## config.mk

```make
export PLATFORM = sky130hd
export DESIGN_NAME = acs_front
export DESIGN_NICKNAME = d
export VERILOG_FILES = /design/src/hdl/acs_pkg.sv /design/src/hdl/acs_front.sv
export SDC_FILE = /design/constraint.sdc
export NUM_CORES = 1
export LEC_CHECK = 0
export BUFFER_PORTS_ARGS = -buffer_cell sky130_fd_sc_hd__buf_2
export CAP_MARGIN = 20
export CORE_MARGIN = 10
export CORE_UTILIZATION = 58
export DETAILED_ROUTE_END_ITERATION = 12
export PLACE_DENSITY = 0.78
export SETUP_SLACK_MARGIN = 0.3
export SKIP_LAST_GASP = 1
export SYNTH_ARGS = -nofsm -noshare
export SYNTH_HDL_FRONTEND = slang
export SYNTH_SLANG_ARGS = --single-unit
```

## constraint.sdc

```tcl
create_clock -name clk_i -period 4.95 [get_ports clk_i]
set_clock_uncertainty 0.15 [all_clocks]
set_input_delay 0.495 -clock clk_i [delete_from_list [all_inputs] [get_ports clk_i]]
set_output_delay 0.495 -clock clk_i [all_outputs]
set_load 0.005 [all_outputs]
```

## src/hdl/acs_pkg.sv

```systemverilog
// acs_pkg: shared types, constants and aes helper functions
// used by the front, the aes round unit and the top level
package acs_pkg;

  typedef enum logic [1:0] {
    RegKeyHigh = 2'd0,
    RegKeyLow  = 2'd1,
    RegIvPre   = 2'd2
  } reg_idx_e;

  typedef struct packed {
    logic [63:0] data;
    logic [3:0]  nb;
    logic        last;
    logic        need_blk;
    logic [31:0] ctr;
  } job_t;

  function automatic logic [7:0] sbox(input logic [7:0] a);
    logic [7:0] t [256];
    t = '{
 8'h63,8'h7c,8'h77,8'h7b,8'hf2,8'h6b,8'h6f,8'hc5,8'h30,8'h01,8'h67,8'h2b,8'hfe,8'hd7,8'hab,8'h76,
 8'hca,8'h82,8'hc9,8'h7d,8'hfa,8'h59,8'h47,8'hf0,8'had,8'hd4,8'ha2,8'haf,8'h9c,8'ha4,8'h72,8'hc0,
 8'hb7,8'hfd,8'h93,8'h26,8'h36,8'h3f,8'hf7,8'hcc,8'h34,8'ha5,8'he5,8'hf1,8'h71,8'hd8,8'h31,8'h15,
 8'h04,8'hc7,8'h23,8'hc3,8'h18,8'h96,8'h05,8'h9a,8'h07,8'h12,8'h80,8'he2,8'heb,8'h27,8'hb2,8'h75,
 8'h09,8'h83,8'h2c,8'h1a,8'h1b,8'h6e,8'h5a,8'ha0,8'h52,8'h3b,8'hd6,8'hb3,8'h29,8'he3,8'h2f,8'h84,
 8'h53,8'hd1,8'h00,8'hed,8'h20,8'hfc,8'hb1,8'h5b,8'h6a,8'hcb,8'hbe,8'h39,8'h4a,8'h4c,8'h58,8'hcf,
 8'hd0,8'hef,8'haa,8'hfb,8'h43,8'h4d,8'h33,8'h85,8'h45,8'hf9,8'h02,8'h7f,8'h50,8'h3c,8'h9f,8'ha8,
 8'h51,8'ha3,8'h40,8'h8f,8'h92,8'h9d,8'h38,8'hf5,8'hbc,8'hb6,8'hda,8'h21,8'h10,8'hff,8'hf3,8'hd2,
 8'hcd,8'h0c,8'h13,8'hec,8'h5f,8'h97,8'h44,8'h17,8'hc4,8'ha7,8'h7e,8'h3d,8'h64,8'h5d,8'h19,8'h73,
 8'h60,8'h81,8'h4f,8'hdc,8'h22,8'h2a,8'h90,8'h88,8'h46,8'hee,8'hb8,8'h14,8'hde,8'h5e,8'h0b,8'hdb,
 8'he0,8'h32,8'h3a,8'h0a,8'h49,8'h06,8'h24,8'h5c,8'hc2,8'hd3,8'hac,8'h62,8'h91,8'h95,8'he4,8'h79,
 8'he7,8'hc8,8'h37,8'h6d,8'h8d,8'hd5,8'h4e,8'ha9,8'h6c,8'h56,8'hf4,8'hea,8'h65,8'h7a,8'hae,8'h08,
 8'hba,8'h78,8'h25,8'h2e,8'h1c,8'ha6,8'hb4,8'hc6,8'he8,8'hdd,8'h74,8'h1f,8'h4b,8'hbd,8'h8b,8'h8a,
 8'h70,8'h3e,8'hb5,8'h66,8'h48,8'h03,8'hf6,8'h0e,8'h61,8'h35,8'h57,8'hb9,8'h86,8'hc1,8'h1d,8'h9e,
 8'he1,8'hf8,8'h98,8'h11,8'h69,8'hd9,8'h8e,8'h94,8'h9b,8'h1e,8'h87,8'he9,8'hce,8'h55,8'h28,8'hdf,
 8'h8c,8'ha1,8'h89,8'h0d,8'hbf,8'he6,8'h42,8'h68,8'h41,8'h99,8'h2d,8'h0f,8'hb0,8'h54,8'hbb,8'h16};
    return t[a];
  endfunction

  function automatic logic [7:0] xtime(input logic [7:0] b);
    return {b[6:0], 1'b0} ^ (b[7] ? 8'h1b : 8'h00);
  endfunction

  // byte i of a block sits at bits 127-8i
  function automatic logic [7:0] byte_of(input logic [127:0] s, input int i);
    return s[127-8*i -: 8];
  endfunction

  function automatic logic [127:0] next_key(input logic [127:0] k, input logic [7:0] rc);
    logic [31:0] w0, w1, w2, w3, t;
    w0 = k[127:96]; w1 = k[95:64]; w2 = k[63:32]; w3 = k[31:0];
    t = {sbox(w3[23:16]) ^ rc, sbox(w3[15:8]), sbox(w3[7:0]), sbox(w3[31:24])};
    w0 = w0 ^ t; w1 = w1 ^ w0; w2 = w2 ^ w1; w3 = w3 ^ w2;
    return {w0, w1, w2, w3};
  endfunction

  function automatic logic [127:0] round_fn(input logic [127:0] s, input logic [127:0] rk,
                                            input logic mix);
    logic [127:0] t;
    logic [7:0] q0, q1, q2, q3, al;
    for (int c = 0; c < 4; c++) begin
      for (int i = 0; i < 4; i++) begin
        t[127-8*(i+4*c) -: 8] = sbox(byte_of(s, i + 4*((c+i) & 3)));
      end
    end
    if (mix) begin
      for (int c = 0; c < 4; c++) begin
        q0 = t[127-32*c -: 8]; q1 = t[119-32*c -: 8];
        q2 = t[111-32*c -: 8]; q3 = t[103-32*c -: 8];
        al = q0 ^ q1 ^ q2 ^ q3;
        t[127-32*c -: 8] = q0 ^ al ^ xtime(q0 ^ q1);
        t[119-32*c -: 8] = q1 ^ al ^ xtime(q1 ^ q2);
        t[111-32*c -: 8] = q2 ^ al ^ xtime(q2 ^ q3);
        t[103-32*c -: 8] = q3 ^ al ^ xtime(q3 ^ q0);
      end
    end
    return t ^ rk;
  endfunction

endpackage

```

## src/hdl/acs_front.sv

```systemverilog
// acs_front: accepts transactions, tracks counter and half, queues jobs
// depends on acs_pkg
module acs_front #(
  parameter int unsigned Depth = 4
) (
  input  logic          clk_i,
  input  logic          rst_ni,
  input  logic          in_valid_i,
  output logic          in_stall_o,
  input  logic [63:0]   data_in_i,
  input  logic [3:0]    valid_bytes_i,
  input  logic          first_i,
  input  logic          last_i,
  input  logic [31:0]   start_counter_i,
  output logic          job_valid_o,
  input  logic          job_pop_i,
  output acs_pkg::job_t job_o
);
  localparam int unsigned AW = (Depth > 1) ? $clog2(Depth) : 1;

  acs_pkg::job_t mem_q [Depth];
  logic [AW-1:0] wp_q, rp_q;
  logic [AW:0]   cnt_q;
  logic [31:0]   ctr_q, ctr_d, ctr_use;
  logic          half_q, half_d, half_use, push;
  logic [3:0]    nb;
  acs_pkg::job_t job_w;

  assign in_stall_o  = (cnt_q == (AW+1)'(Depth));
  assign push        = in_valid_i && !in_stall_o;
  assign job_valid_o = (cnt_q != '0);
  assign job_o       = mem_q[rp_q];

  always_comb begin
    nb       = (valid_bytes_i == 4'd0 || valid_bytes_i > 4'd8) ? 4'd8 : valid_bytes_i;
    ctr_use  = first_i ? start_counter_i : ctr_q;
    half_use = first_i ? 1'b0 : half_q;
    ctr_d    = ctr_use;
    half_d   = !half_use;
    if (half_use || last_i) begin
      ctr_d  = ctr_use + 32'd1;
      half_d = 1'b0;
    end
    job_w = '{data: data_in_i, nb: nb, last: last_i, need_blk: !half_use, ctr: ctr_use};
  end

  always_ff @(posedge clk_i) begin
    if (push) mem_q[wp_q] <= job_w;
  end

  always_ff @(posedge clk_i or negedge rst_ni) begin
    if (!rst_ni) begin
      wp_q <= '0; rp_q <= '0; cnt_q <= '0; ctr_q <= '0; half_q <= 1'b0;
    end else begin
      if (push) begin
        wp_q <= (wp_q == AW'(Depth-1)) ? '0 : wp_q + 1'b1;
        ctr_q <= ctr_d; half_q <= half_d;
      end
      if (job_pop_i) rp_q <= (rp_q == AW'(Depth-1)) ? '0 : rp_q + 1'b1;
      cnt_q <= cnt_q + (AW+1)'(push) - (AW+1)'(job_pop_i);
    end
  end
endmodule

```

* Word level (Yosys, flattened, before mapping)
Memories as Yosys holds them, arrays and structs flattened. Index checks and enable logic that the tools add are counted.
Storage, ports and cells: memories 1, flip-flop bits (word level) 40, RAM bits 408, output and inout port bits 104
Cells by class: equality and inequality tests 3, reductions and logical operators 7, mux-type cells 9, $lt $le $gt $ge 1, add/subtract/negate cells 5
Memories:
- mem_q | depth 4, width 102, read ports 1, clocked after memory_dff 0, wr ports 1, line acs_front.sv:21 | acs_pkg::job_t mem_q [Depth];
Operator list (count):
- 2-to-1 mux 32 bit | 2
- adder 32 x 1 -> 32 bit, second input constant | 1
- adder 2 x 1 -> 2 bit, second input constant | 2
- == test 2 bit, second input constant | 2
- > comparator 4 bit, second input constant | 1
- logical NOT 4 bit | 1
- 2-to-1 mux 1 bit | 4
- 2-to-1 mux 2 bit | 2
- 2-to-1 mux 4 bit | 1
- adder 3 x 1 -> 3 bit | 1
- == test 3 bit, second input constant | 1
- nonzero test 3 bit | 1
- subtractor 3 x 1 -> 3 bit | 1
- logical NOT 1 bit | 2
- logical OR 1 bit | 2
- logical AND 1 bit | 1

* Depth between registers and ports, before layout
depth after elaboration 5, gate-level depth with buffers 12

* Least setup slack after synthesis
OpenSTA, ideal clock, no wires.
path type register to register, start point reg cnt_q[2], end point mem mem_q[3][0] in the netlist's numbering (enable), slack 617 ps, arrival time 3710 ps, period minus slack after synthesis 4333 ps, buffers on the path 2, cell stages (with the launch flop) 6, cells stage by stage dfrtp_1 -> nor3b_1 -> nor2b_1 -> clkbuf_1 -> clkbuf_1 -> and2_1
Between the ends: word-level cells in the longest chain between the ends 5
RTL lines:
- start: declaration | line acs_front.sv:23 | logic [AW:0] cnt_q;
- start signal: assignment | line acs_front.sv:60 | cnt_q <= cnt_q + (AW+1)'(push) - (AW+1)'(job_pop_i);
- == test 3 bit | line acs_front.sv:29 | assign in_stall_o = (cnt_q == (AW+1)'(Depth));
- via in_stall_o | line acs_front.sv:9 | output logic in_stall_o,
- logical NOT 1 bit | line acs_front.sv:30 | assign push = in_valid_i && !in_stall_o;
- logical AND 1 bit | line acs_front.sv:30
- 2-to-1 mux 1 bit | line acs_front.sv:48 | if (push) mem_q[wp_q] <= job_w;
- 2-to-1 mux 1 bit (not written as such) | line acs_front.sv:48
- end: declaration | line acs_front.sv:21
The timed path passes the listed nets, and every way through them passes these cells.

==> results.yml <==
worst_setup_path:
  path_delay_family: "flip-flops"
  worstSetupStartpointType: "flip-flop"
  cpPeakStageDelay_ps: 910
  r2r_end: "cnt_q[2]"
  cp-startpoint: "rp_q[0]"
  endpoint_kind: "output pin"
  cp_cell_sequence: "buf_12, mux4_2, buf_2"
  crit_type: "reg -> out"
  reg2regPathDepth: 11
  crit_required_ps: 4300
  rrSetupSlack_ps: 2120
  path_max_fanout: 53
  crit_arrival_ps: 2690
  worst-path-buf-inv: 2
  rr_startpoint: "cnt_q[2]"
  cp_slowest_cell: "dfrtp_4"
finish:
  final_cells: 1534
  finalNetCount: 1218
  final_area_um2: 20700
  syn_to_final_growth_pct: 16.6
  layout-drive-gt1-share_pct: 37.5
  fill_cells: 1946
logic_synthesis:
  synth_ff_type: "edfxtp_1"
  synthAdderAreaFrac_pct: 0.676
  synthTopCellsByCount: "edfxtp_1, mux4_2, nand2_1"
  ys_warn_count: 0
  synth_xor_area_share_pct: 0.838
  synth_edf_count: 408
  synth-seq-cells: 448
  synthTopCellsByArea: "edfxtp_1, mux4_2, dfrtp_1"
  synth_most_common_cell: "edfxtp_1"
  synth.distinct_cells: 60
  synth_nets: 993
  async_reset_ff_share_pct: 8.93
  yosysTopAreaCell: "edfxtp_1"
  syn_area_um2: 17800
  synthSimpleGateAreaFrac_pct: 4.33
  seq_area_frac_synth_pct: 74.6
  synth_mux_area_share_pct: 15.0
  synth_top_area_share_pct: 69.0
  postSynthAreaPerCell_um2: 20.2
  synth_top_family_by_area: "multiplexers"
  synth-compound-area-share_pct: 2.99
  synth_cells: 878
pwr:
  total_leakage_power_uw: 0.00725
  peakVddDrop_v: 0.000431
  power_density_nw_per_um2: 585
die:
  dieHeight_um: 195
  ioPinCount: 210
  dieArea_um2: 38000
  core_um2: 30400
  dieWidth_um: 195
  rows: 64
  start_util_pct: 58.4
cts:
  cts_made_buffers: 45
  cts_tree: "done"
  cts.sinks: 448
  cts.path.max_buffers: 3
  clk_pin_slew_worst_paths_ps: 60
  htreeDepth: 2
  root_buffer: "clkbuf_16"
  postCtsSetupRepairBufs: 0
  post_cts_resized: 0
  insertion_delay_ps: 530
timing:
  tightestPinTransition_ps: 1040
  rsz0062_at_grt: "no"
  hold_violations: 0
  finalSetupTns_ps: 0
  timing.fmax_ghz: 0.300
  min_period_ps: 3340
  setup_violations: 0
  fin_crit_sh_pct: 67.4
  finalMaxSlewViolations: 0
  setup_ws_ps: 1610
  max-slew-margin-rel_pct: 30.7
routing:
  routed_wl_mm: 36.2
  drtIter0Drc: 687
  vias: 9191
  ant_nets: 0
  vias_per_cell: 5.99
  dr.pass1.iters: 4
  remaining_drc_errors: 0
  wl_per_cell_um: 23.6
grt:
  first_global_vias: 9576
  grt_max_degree: 66
  track_usage_pct: 18.8
  grt_overflow_total: 0
  antenna_found_initial: 2
  grt_pass1_wl_mm: 56.5
status:
  status: "completed"
place:
  placed_area_um2: 19300
  port_buffers: 209
  placed_cells: 1451
  pre_cts_ws_ps: 1630
  hpwl_mm: 22.1
  gp_congestion: 0.824
worst_hold_path:
  min_path_cells: 1
  worstHoldEndpoint: "mem_q[0][100]"
  min_path_type: "in -> reg"
  worstHoldStart: "data_in_i[62]"
run:
  drv_cap: 0
## timing repair
item | 4_1_cts | 5_1_grt
endpoints found under the setup margin | 0 | 0
hold buffers | 1 | 0
hold endpoints to repair | 28 | 0
## through the flow
stage,utilization [%],power [uW],hold slack (ps)
6_report,68.1,12100,28.2
2_1_floorplan,-,7600,49.4
5_1_grt,68.0,12700,6.24
3_3_place_gp,63.3,8890,299
3_5_place_dp,63.3,8980,303
4_1_cts,68.0,12300,6.85
## worst max path at each step
stage / slack [ps] / endpoint / cells past startpoint
floorplan: 620 / mem_q[3][0] / 5
global placement: 1710 / ctr_q[27] / 7
detailed placement: 1630 / ctr_q[27] / 7
CTS: 1510 / job_o[17] / 3
global route: 1400 / job_o[48] / 3
finish: 1610 / job_o[48] / 3
## state kept, by name, summed over array words and instances (netlist names)
register,cells
ctr_q,32
half_q,1
mem_q,408
rp_q,2
wp_q,2
cnt_q,3
## where the power goes
| part | switching (uW) | internal, uW |
|---|---|---|
| combinational | 1670 | 1590 |
| clock | 1320 | 1970 |
| sequential | 445 | 5120 |
| total | 3430 | 8680 |
## routing by layer
metal / share of wire [%] / wire length (um) / global-route usage, % / vias to the layer above
li1: - / - / - / 4059
met1: 42 / 15200 / 26.1 / 4743
met2: 49 / 17700 / 30.1 / 332
met3: 7.7 / 2770 / 4.40 / 55
met4: 1.6 / 565 / 4.21 / 2
met5: 0.036 / 13 / 0 / -
## kinds of logic (layout without fill, tap and decap cells)
| group | Yosys count | after routing |
|---|---|---|
| compound gates | 69 | 69 |
| xor+xnor | 17 | 17 |
| fa+ha+maj | 9 | 9 |
| buf+inv | 60 | 316 |
| flops | 448 | 448 |
| mux | 135 | 135 |
| other cells | 0 | 4 |
| simple gates | 140 | 140 |
## layout make-up
cell class                 instances  area [um2]  area share (%)
antenna                            4        10.0          0.0483
timing repair buffer             220        1210            5.82
sequential                       448       13300            64.0
multi-input combinational        370        4240            20.5
tap                              396         495            2.39
clock buffer                      57        1200            5.80
inverter                          18        67.6           0.326
clock inverter                    21         234            1.13
## placed cells by master (no fill, tap or decap), types with 11 or more instances in the layout
| cell | count |
|---|---|
| xnor2_1 | 11 |
| nand2_1 | 47 |
| clkbuf_16 | 45 |
| mux4_2 | 102 |
| buf_2 | 209 |
| nand4_1 | 12 |
| mux2i_1 | 12 |
| o21ai_0 | 21 |
| inv_1 | 17 |
| nand3_1 | 21 |
| dfrtp_1 | 38 |
| edfxtp_1 | 408 |
| mux2_2 | 19 |
(Power assumes the default switching activity.)
